==> config.mk <==
export PLATFORM = sky130hd
export DESIGN_NAME = lowpass_median_average_filter
export DESIGN_NICKNAME = d
export VERILOG_FILES = /design/src/hdl/lmaf_pkg.sv /design/src/hdl/lowpass_median_average_filter.sv /design/src/hdl/lmaf_window.sv /design/src/hdl/lmaf_scale.sv
export VERILOG_INCLUDE_DIRS = /design/src /design/src/hdl
export SDC_FILE = /design/constraint.sdc
export NUM_CORES = 1
export LEC_CHECK = 0
export ABC_AREA = 1
export ABC_CLOCK_PERIOD_IN_PS = 15620
export BUFFER_PORTS_ARGS = -buffer_cell sky130_fd_sc_hd__buf_2
export CORE_ASPECT_RATIO = 1.2
export CORE_MARGIN = 1.5
export CORE_UTILIZATION = 50
export CTS_BUF_LIST = sky130_fd_sc_hd__clkbuf_2 sky130_fd_sc_hd__clkbuf_4 sky130_fd_sc_hd__clkbuf_8
export DETAILED_ROUTE_END_ITERATION = 8
export PLACE_DENSITY = 0.7
export SLEW_MARGIN = 30
export SYNTH_ARGS = -nofsm -noshare
export SYNTH_HDL_FRONTEND = slang
export SYNTH_SLANG_ARGS = --single-unit
==> constraint.sdc <==
create_clock -name clk -period 15.62 [get_ports clk]
set_input_delay 3.124 -clock clk [delete_from_list [all_inputs] [get_ports clk]]
set_output_delay 3.124 -clock clk [all_outputs]
set_load 0.02 [all_outputs]
==> src/hdl/lowpass_median_average_filter_macros.svh <==
// ----------------------------------------------------------------------------
// Assertion macros for the low-pass median-average filter
// Each macro checks on the rising edge of clk and is muted while rst is high.
// ----------------------------------------------------------------------------
`ifndef LOWPASS_MEDIAN_AVERAGE_FILTER_MACROS_SVH
`define LOWPASS_MEDIAN_AVERAGE_FILTER_MACROS_SVH

// Condition must hold at every edge outside reset
`define LMAF_ASSERT_ALWAYS(lbl, cond, msg) \
  lbl: assert property (@(posedge clk) disable iff (rst) (cond)) else $error(msg);

// Antecedent implies consequent in the same cycle
`define LMAF_ASSERT_SAME(lbl, ante, cons, msg) \
  lbl: assert property (@(posedge clk) disable iff (rst) (ante) |-> (cons)) else $error(msg);

// Antecedent implies consequent in the following cycle
`define LMAF_ASSERT_NEXT(lbl, ante, cons, msg) \
  lbl: assert property (@(posedge clk) disable iff (rst) (ante) |=> (cons)) else $error(msg);

`endif

==> src/hdl/lmaf_pkg.sv <==
// ----------------------------------------------------------------------------
// lmaf_pkg: shared types and constants
// Widths, window length, reciprocal constants for the trimmed mean and the
// millivolt scaling, and the structs passed between pipeline stages.
// ----------------------------------------------------------------------------
package lmaf_pkg;

  // Window length in samples (3..16)
  localparam int WINDOW_LEN = 10;

  localparam int SAMPLE_W = 12;
  localparam int WEIGHT_W = 9;
  localparam int SUM_W    = 16;
  localparam int MV_W     = 13;
  localparam int FILL_W   = $clog2(WINDOW_LEN);

  localparam logic [WEIGHT_W-1:0] WEIGHT_RESET = 9'd128;
  localparam logic [WEIGHT_W-1:0] Q8_ONE       = 9'd256;
  localparam logic [SAMPLE_W-1:0] SAMPLE_MAX   = 12'd4095;
  localparam logic [MV_W-1:0]     MV_OFFSET    = 13'd100;

  // Trimmed mean: divide by WINDOW_LEN-2 through an exact reciprocal
  localparam int MEAN_DIV   = WINDOW_LEN - 2;
  localparam int MEAN_SHIFT = SUM_W + $clog2(MEAN_DIV);
  localparam logic [63:0] MEAN_MULT_WIDE =
    ((64'd1 << MEAN_SHIFT) + 64'(MEAN_DIV - 1)) / 64'(MEAN_DIV);
  localparam logic [SUM_W:0] MEAN_MULT = MEAN_MULT_WIDE[SUM_W:0];

  // Millivolts: floor(mean * 5000 / 4095), exact for any 12-bit mean
  localparam int MV_SHIFT  = 26;
  localparam int MV_MULT_W = 27;
  localparam logic [63:0] MV_MULT_WIDE =
    ((64'd5000 << MV_SHIFT) + 64'd4094) / 64'd4095;
  localparam logic [MV_MULT_W-1:0] MV_MULT = MV_MULT_WIDE[MV_MULT_W-1:0];

  // Result of the filter and window stage
  typedef struct packed {
    logic [SAMPLE_W-1:0] filtered;
    logic                done;
    logic [SUM_W-1:0]    rest;
  } win_res_t;

  // Finished result item
  typedef struct packed {
    logic [SAMPLE_W-1:0] filtered;
    logic                done;
    logic [SAMPLE_W-1:0] mean;
    logic [MV_W-1:0]     mv;
  } out_item_t;

endpackage

==> src/hdl/lowpass_median_average_filter.sv <==
// ----------------------------------------------------------------------------
// lowpass_median_average_filter: battery channel smoothing filter
// Usage:
//   s_tdata carries one 12-bit converter sample per transfer. Each sample
//   yields one result on the m_ group: the low-pass value, and on the sample
//   that closes a window of WINDOW_LEN, the mean without one minimum and one
//   maximum plus that mean in millivolts (+100 mV); m_tlast marks that item.
//   cfg_data sets the Q8 weight of the new sample (reset 128, values above
//   256 act as 256); write it only while no sample is in flight.
// Timing:
//   A result passes the input, filter/window, mean and result registers.
//   One sample per cycle is sustained while m_tready is high; the filter
//   feedback closes within the filter/window stage, so back-to-back
//   samples need no wait. When m_tready is low the result register
//   holds; the earlier stages keep filling until each holds an item,
//   then s_tready drops.
// Reset:
//   rst clears the filter history, restarts the window, empties the
//   pipeline and loads the default weight.
// ----------------------------------------------------------------------------
module lowpass_median_average_filter (
  input  logic        clk,
  input  logic        rst,
  input  logic        s_tvalid,
  output logic        s_tready,
  input  logic [15:0] s_tdata,   // [11:0] sample
  output logic        m_tvalid,
  input  logic        m_tready,
  output logic [39:0] m_tdata,   // [11:0] filtered_sample, [23:12] trimmed_mean,
                                 // [36:24] battery_mv, rest zero
  output logic        m_tlast,   // window_done
  input  logic        cfg_valid,
  output logic        cfg_ready,
  input  logic [8:0]  cfg_data   // smoothing_weight
);

  logic [lmaf_pkg::WEIGHT_W-1:0] weight;
  logic                          in_valid;
  logic [lmaf_pkg::SAMPLE_W-1:0] in_sample;
  logic                          win_ready;
  logic                          win_valid;
  logic                          scale_ready;
  lmaf_pkg::win_res_t            win_item;
  lmaf_pkg::out_item_t           res_item;

  // Weight register
  assign cfg_ready = 1'b1;

  always_ff @(posedge clk) begin
    if (rst) begin
      weight <= lmaf_pkg::WEIGHT_RESET;
    end else if (cfg_valid && cfg_ready) begin
      weight <= cfg_data;
    end
  end

  // Input register
  assign s_tready = !in_valid || win_ready;

  always_ff @(posedge clk) begin
    if (rst) begin
      in_valid <= 1'b0;
    end else if (s_tready) begin
      in_valid <= s_tvalid;
    end
  end

  always_ff @(posedge clk) begin
    if (s_tvalid && s_tready) begin
      in_sample <= s_tdata[lmaf_pkg::SAMPLE_W-1:0];
    end
  end

  lmaf_window u_window (
    .clk       (clk),
    .rst       (rst),
    .weight    (weight),
    .in_valid  (in_valid),
    .in_sample (in_sample),
    .in_ready  (win_ready),
    .out_valid (win_valid),
    .out_ready (scale_ready),
    .out_item  (win_item)
  );

  lmaf_scale u_scale (
    .clk       (clk),
    .rst       (rst),
    .in_valid  (win_valid),
    .in_ready  (scale_ready),
    .in_item   (win_item),
    .out_valid (m_tvalid),
    .out_ready (m_tready),
    .out_item  (res_item)
  );

  // Pack the result
  assign m_tdata = {3'b000, res_item.mv, res_item.mean, res_item.filtered};
  assign m_tlast = res_item.done;

endmodule

==> src/hdl/lmaf_window.sv <==
// ----------------------------------------------------------------------------
// lmaf_window: low-pass filter and window accumulation stage
// Filters one sample against the previous filtered value, updates the running
// sum, minimum and maximum, and on window completion hands on the trimmed sum.
// ----------------------------------------------------------------------------
`include "lowpass_median_average_filter_macros.svh"

module lmaf_window (
  input  logic                               clk,
  input  logic                               rst,
  input  logic [lmaf_pkg::WEIGHT_W-1:0]      weight,
  input  logic                               in_valid,
  input  logic [lmaf_pkg::SAMPLE_W-1:0]      in_sample,
  output logic                               in_ready,
  output logic                               out_valid,
  input  logic                               out_ready,
  output lmaf_pkg::win_res_t                 out_item
);

  logic [lmaf_pkg::SAMPLE_W-1:0] prev_filt;
  logic [lmaf_pkg::SUM_W-1:0]    win_sum;
  logic [lmaf_pkg::SAMPLE_W-1:0] win_min;
  logic [lmaf_pkg::SAMPLE_W-1:0] win_max;
  logic [lmaf_pkg::FILL_W-1:0]   fill_count;

  logic                          fire;
  logic [lmaf_pkg::WEIGHT_W-1:0] w_sat;
  logic signed [13:0]            lp_diff;
  logic signed [23:0]            lp_prod;
  logic [lmaf_pkg::SAMPLE_W-1:0] filt;
  logic [lmaf_pkg::SUM_W-1:0]    sum_next;
  logic [lmaf_pkg::SAMPLE_W-1:0] min_next;
  logic [lmaf_pkg::SAMPLE_W-1:0] max_next;
  logic                          done;

  assign in_ready = !out_valid || out_ready;
  assign fire     = in_valid && in_ready;

  // Low-pass: prev + floor(w * (x - prev) / 256), same as the Q8 blend
  always_comb begin
    w_sat   = (weight > lmaf_pkg::Q8_ONE) ? lmaf_pkg::Q8_ONE : weight;
    lp_diff = $signed({2'b00, in_sample}) - $signed({2'b00, prev_filt});
    lp_prod = $signed({1'b0, w_sat}) * lp_diff;
    filt    = prev_filt + lp_prod[8 +: lmaf_pkg::SAMPLE_W];
  end

  // Running sum and extremes including this sample
  always_comb begin
    sum_next = win_sum + lmaf_pkg::SUM_W'(filt);
    min_next = (filt < win_min) ? filt : win_min;
    max_next = (filt > win_max) ? filt : win_max;
    done     = (fill_count == lmaf_pkg::FILL_W'(lmaf_pkg::WINDOW_LEN - 1));
  end

  // Advance filter and window state on each transfer
  always_ff @(posedge clk) begin
    if (rst) begin
      prev_filt  <= '0;
      win_sum    <= '0;
      win_min    <= lmaf_pkg::SAMPLE_MAX;
      win_max    <= '0;
      fill_count <= '0;
    end else if (fire) begin
      prev_filt <= filt;
      if (done) begin
        win_sum    <= '0;
        win_min    <= lmaf_pkg::SAMPLE_MAX;
        win_max    <= '0;
        fill_count <= '0;
      end else begin
        win_sum    <= sum_next;
        win_min    <= min_next;
        win_max    <= max_next;
        fill_count <= fill_count + 1'b1;
      end
    end
  end

  // Stage output register
  always_ff @(posedge clk) begin
    if (rst) begin
      out_valid <= 1'b0;
    end else if (in_ready) begin
      out_valid <= in_valid;
    end
  end

  always_ff @(posedge clk) begin
    if (fire) begin
      out_item.filtered <= filt;
      out_item.done     <= done;
      out_item.rest     <= done ? (sum_next - lmaf_pkg::SUM_W'(min_next)
                                   - lmaf_pkg::SUM_W'(max_next)) : '0;
    end
  end

  `LMAF_ASSERT_ALWAYS(a_fill_range,
    fill_count <= lmaf_pkg::FILL_W'(lmaf_pkg::WINDOW_LEN - 1), "fill count past window")
  `LMAF_ASSERT_NEXT(a_window_restart, fire && done,
    (fill_count == '0) && (win_sum == '0), "window not restarted")
  `LMAF_ASSERT_NEXT(a_hold_state, !fire,
    $stable(prev_filt) && $stable(fill_count), "state moved without transfer")
  `LMAF_ASSERT_SAME(a_min_max_order, fill_count != '0,
    win_min <= win_max, "window minimum above maximum")

endmodule

==> src/hdl/lmaf_scale.sv <==
// ----------------------------------------------------------------------------
// lmaf_scale: trimmed mean and millivolt scaling stages
// Divides the trimmed sum by the window length less two, then scales the
// mean to millivolts; both divisions are reciprocal multiplies.
// ----------------------------------------------------------------------------
module lmaf_scale (
  input  logic                 clk,
  input  logic                 rst,
  input  logic                 in_valid,
  output logic                 in_ready,
  input  lmaf_pkg::win_res_t   in_item,
  output logic                 out_valid,
  input  logic                 out_ready,
  output lmaf_pkg::out_item_t  out_item
);

  localparam int MEAN_PROD_W = 2 * lmaf_pkg::SUM_W + 1;
  localparam int MV_PROD_W   = lmaf_pkg::SAMPLE_W + lmaf_pkg::MV_MULT_W;

  logic                          mean_valid;
  logic [lmaf_pkg::SAMPLE_W-1:0] mean_filtered;
  logic                          mean_done;
  logic [lmaf_pkg::SAMPLE_W-1:0] mean_value;
  logic                          mean_ready;
  logic                          out_load;
  logic [MEAN_PROD_W-1:0]        mean_prod;
  logic [MV_PROD_W-1:0]          mv_prod;
  logic [lmaf_pkg::MV_W-1:0]     mv_value;

  assign mean_ready = !out_valid || out_ready;
  assign in_ready   = !mean_valid || mean_ready;
  assign out_load   = mean_valid && mean_ready;

  // Quotient of the trimmed sum
  assign mean_prod = in_item.rest * lmaf_pkg::MEAN_MULT;

  always_ff @(posedge clk) begin
    if (rst) begin
      mean_valid <= 1'b0;
    end else if (in_ready) begin
      mean_valid <= in_valid;
    end
  end

  always_ff @(posedge clk) begin
    if (in_valid && in_ready) begin
      mean_filtered <= in_item.filtered;
      mean_done     <= in_item.done;
      mean_value    <= mean_prod[lmaf_pkg::MEAN_SHIFT +: lmaf_pkg::SAMPLE_W];
    end
  end

  // Millivolts plus offset, zero outside a window completion
  always_comb begin
    mv_prod  = mean_value * lmaf_pkg::MV_MULT;
    mv_value = mean_done ? (mv_prod[lmaf_pkg::MV_SHIFT +: lmaf_pkg::MV_W]
                            + lmaf_pkg::MV_OFFSET) : '0;
  end

  // Result register: holds while the receiver stalls
  always_ff @(posedge clk) begin
    if (rst) begin
      out_valid <= 1'b0;
    end else if (mean_ready) begin
      out_valid <= mean_valid;
    end
  end

  always_ff @(posedge clk) begin
    if (out_load) begin
      out_item.filtered <= mean_filtered;
      out_item.done     <= mean_done;
      out_item.mean     <= mean_value;
      out_item.mv       <= mv_value;
    end
  end

endmodule

==> impl_metrics.csv <==
group,metric,value,unit
yosys,avgSynthCellArea,8.59,um^2
worst_setup_path,r2r_slack,2.79,ns
clock_network,cts.sinks,168,
final_layout,multiInputGateArea,0.0112,mm^2
yosys,netlist_area,0.0172,mm^2
worst_setup_path,rr_endpoint,"u_window.out_item[14]$_SDFFCE_PN0P_",
routing,drt_iter0_drc,941,
worst_hold_path,min_path_cells,0,
routing,first_pass_iters,6,
timing,max_slew.worst_pin.slew,0.959,ns
timing,max-slew-margin-rel,35.8,%
yosys,synth-seq-area-share,25.4,%
routing,vias,13300,
die,die_area,0.0354,mm^2
clock_network,postCtsSetupBuffers,0,
routing,detail_route.wl_per_cell,15.6,um
routing,drc,0,
worst_setup_path,critPathKind,"flip-flop to flip-flop",
global_route,first_global_vias,13400,
flow_run,max_cap_viol_count,0,
global_route,grt.total_usage,23.7,%
global_route,grt_max_degree,65,
worst_hold_path,min_from,"u_window.out_item[7]$_SDFFCE_PN0P_",
worst_setup_path,reg2reg_depth,64,
worst_hold_path,hold_end,"u_scale.mean_value[4]$_DFFE_PP_",
placement,gp_congestion,1.00,
final_layout,antennaDiodeCount,0,
placement,dp_hpwl,32500,um
placement,portBuffers,65,
worst_setup_path,worstPathRequired,15.89,ns
clock_network,cts_tree,"built",
final_layout,drive_above_1_share,8.99,%
timing,layout_min_cycle_time,12.83,ns
final_layout,area_growth_syn_to_layout,7.65,%
timing,fin_tns_setup,0,ns
routing,viasPerCell,5.24,
yosys,postSynthCellCount,1999,
yosys,ys.warnings.count,0,
worst_hold_path,hp-class,"flip-flop to flip-flop",
global_route,overflow,0,
global_route,antenna_found_initial,0,
worst_setup_path,slowest_stage,"xor2_1",
status,run_status,"completed",
clock_network,cts-root-buf,"clkbuf_8",
worst_setup_path,cp_data_arrival_time,13.10,ns
worst_setup_path,path_max_fanout,19,
worst_setup_path,end_kind,"flip-flop",
die,die_h,206,um
timing,rsz0062_at_grt,"false",
final_layout,nets,2486,
timing,max_freq,77.9,MHz
timing,finalCritPeriodShare,82.2,%
clock_network,htree_levels,4,
clock_network,cts.clk_slew.worst_paths,0.11,ns
timing,slew_violations,0,
worst_setup_path,timing.rr.start,"in_sample[0]$_DFFE_PP_",
final_layout,final.fill_count,3120,
yosys,synth_edf_count,100,
die,rows,74,
die,pin_count,74,
yosys,synth_flop_cell,"edfxtp_1",
yosys,ys_ff_latch,168,
die,chipWidth,172,um
global_route,grt_pass1_wl,65200,um
worst_setup_path,max_stage_delay,0.62,ns
timing,hold_viol,0,
die,initial_core_util,50.6,%
clock_network,clk_latency,0.51,ns
routing,wl,39600,um
worst_setup_path,start_kind,"flip-flop",
final_layout,regArea,0.00436,mm^2
die,core_area,0.0339,mm^2
timing,setup_viol,0,
clock_network,cts_buffers,17,
clock_network,cts.path.max_buffers,2,
yosys,async_flop_share,0,%
clock_network,cts_resized,0,
yosys,yosys.cell_types.count,64,
timing,skew,0.0258,ns
routing,drtAntennaViolNets,0,
clock_network,cts_hold_buf,0,
## layer usage
layer  up-vias  part of all wire, %  global-route usage (%)
met1      6292                   42                    28.4
met5         -                    0                       0
met4         0                  3.6                    9.72
met2       341                   51                    42.6
li1       6582                    -                       -
met3        81                  4.1                    2.89
## sequential cells by signal, summed over array words and instances, names as in the netlist, 4 cells and up
signal,flops
in_sample,12
u_scale.out_item,38
u_window.win_max,12
u_window.win_min,12
u_window.out_item,25
u_window.prev_filt,12
u_scale.mean_value,12
u_window.win_sum,15
u_scale.mean_filtered,12
u_window.fill_count,4
weight,9
## cell usage in the layout, fill, tap and decap left out, types with 11 or more instances in the layout
cell type and n:
edfxtp_1 100, ha_1 229, nor2_1 149, clkbuf_8 17
nor3_1 15, buf_4 12, inv_1 383, nand3_1 44
o22ai_1 11, a21oi_1 155, xnor2_1 12, dfxtp_1 68
fa_1 159, o21ai_0 86, buf_2 64, nand2_2 22
o21bai_1 16, xor2_1 33, nand4_1 13, nand2_1 350
## critical path, delay by kind of cell, from the launching register on
| family | cells | cell delay, ns |
|---|---|---|
| AO/OA/AOI/OAI | 16 | 3.04 |
| XOR/XNOR | 3 | 1.07 |
| adder cells (fa/ha/maj) | 12 | 4.84 |
| buffers and inverters | 12 | 0.85 |
| flip-flops | 1 | 0.34 |
| AND/OR/NAND/NOR | 21 | 2.45 |
## kinds of logic (layout without fill, tap and decap cells)
group	after synthesis	after routing	synth area share, %
compound gates	330	330	10.9
buf+inv	423	503	9.55
other cells	2	4	0.0438
xor+xnor	47	47	2.49
fa+ha+maj	388	388	35.2
flops	168	168	25.4
simple gates	641	641	16.3
## per-stage QoR
stage	std cells	cell area (um^2)	util [%]	hold WS (ns)	worst slack (ns)
after floorplan	2001	17200	-	0.400	4.76
after global placement	2504	18000	53.1	0.401	3.26
after detailed placement	2505	18000	53.2	0.405	3.03
after CTS	2537	18500	54.5	0.411	2.97
after global routing	2537	18500	54.5	0.422	1.77
final	2537	18500	54.5	0.416	2.79
## layout make-up
| class | instances | share of cell area (%) |
|---|---|---|
| Clock buffer | 17 | 1.27 |
| Sequential cell | 168 | 23.6 |
| Tap cell | 456 | 3.09 |
| Clock inverter | 15 | 1.18 |
| Multi-Input combinational cell | 1410 | 60.5 |
| Inverter | 394 | 8.02 |
| Timing Repair Buffer | 77 | 2.33 |
## Yosys cell counts, types with 4 or more instances
cell	number	area (um^2)
a31oi_1	10	62.6
o21bai_1	16	120
nor3_1	15	75.1
o211ai_1	4	30.0
xnor2_1	12	105
inv_1	384	1440
nand3_2	10	100
o21ai_1	8	40.0
xor2_1	33	289
nor4_1	4	25.0
dfxtp_1	68	1360
nand2_1	350	1310
nand2_2	22	138
clkbuf_1	18	67.6
o22ai_1	11	68.8
nand4_1	13	81.3
a21o_1	8	60.1
nor2_1	151	567
a21oi_1	155	776
fa_1	159	3180
a211oi_1	5	37.5
inv_2	6	22.5
o21ai_0	86	430
nor2_2	9	56.3
a21oi_2	6	52.6
nand3b_1	4	30.0
ha_1	229	2870
edfxtp_1	100	3000
buf_4	5	37.5
nand3_1	44	220
## worst max-delay path by stage
stage,start,endpoint,slack (ns)
4_1_cts,in_sample[0]$_DFFE_PP_,u_window.out_item[14]$_SDFFCE_PN0P_,2.97
3_3_place_gp,in_sample[0]$_DFFE_PP_,u_window.out_item[14]$_SDFFCE_PN0P_,3.26
6_report,in_sample[0]$_DFFE_PP_,u_window.out_item[14]$_SDFFCE_PN0P_,2.79
2_1_floorplan,in_sample[0]$_DFFE_PP_,u_window.out_item[14]$_SDFFCE_PN0P_,4.76
5_1_grt,in_sample[0]$_DFFE_PP_,u_window.out_item[10]$_SDFFCE_PN0P_,1.77
3_5_place_dp,in_sample[0]$_DFFE_PP_,u_window.out_item[14]$_SDFFCE_PN0P_,3.03
Power is not shown: default switching activity piles up to over one toggle a cycle in this logic, so the estimate is an artifact.
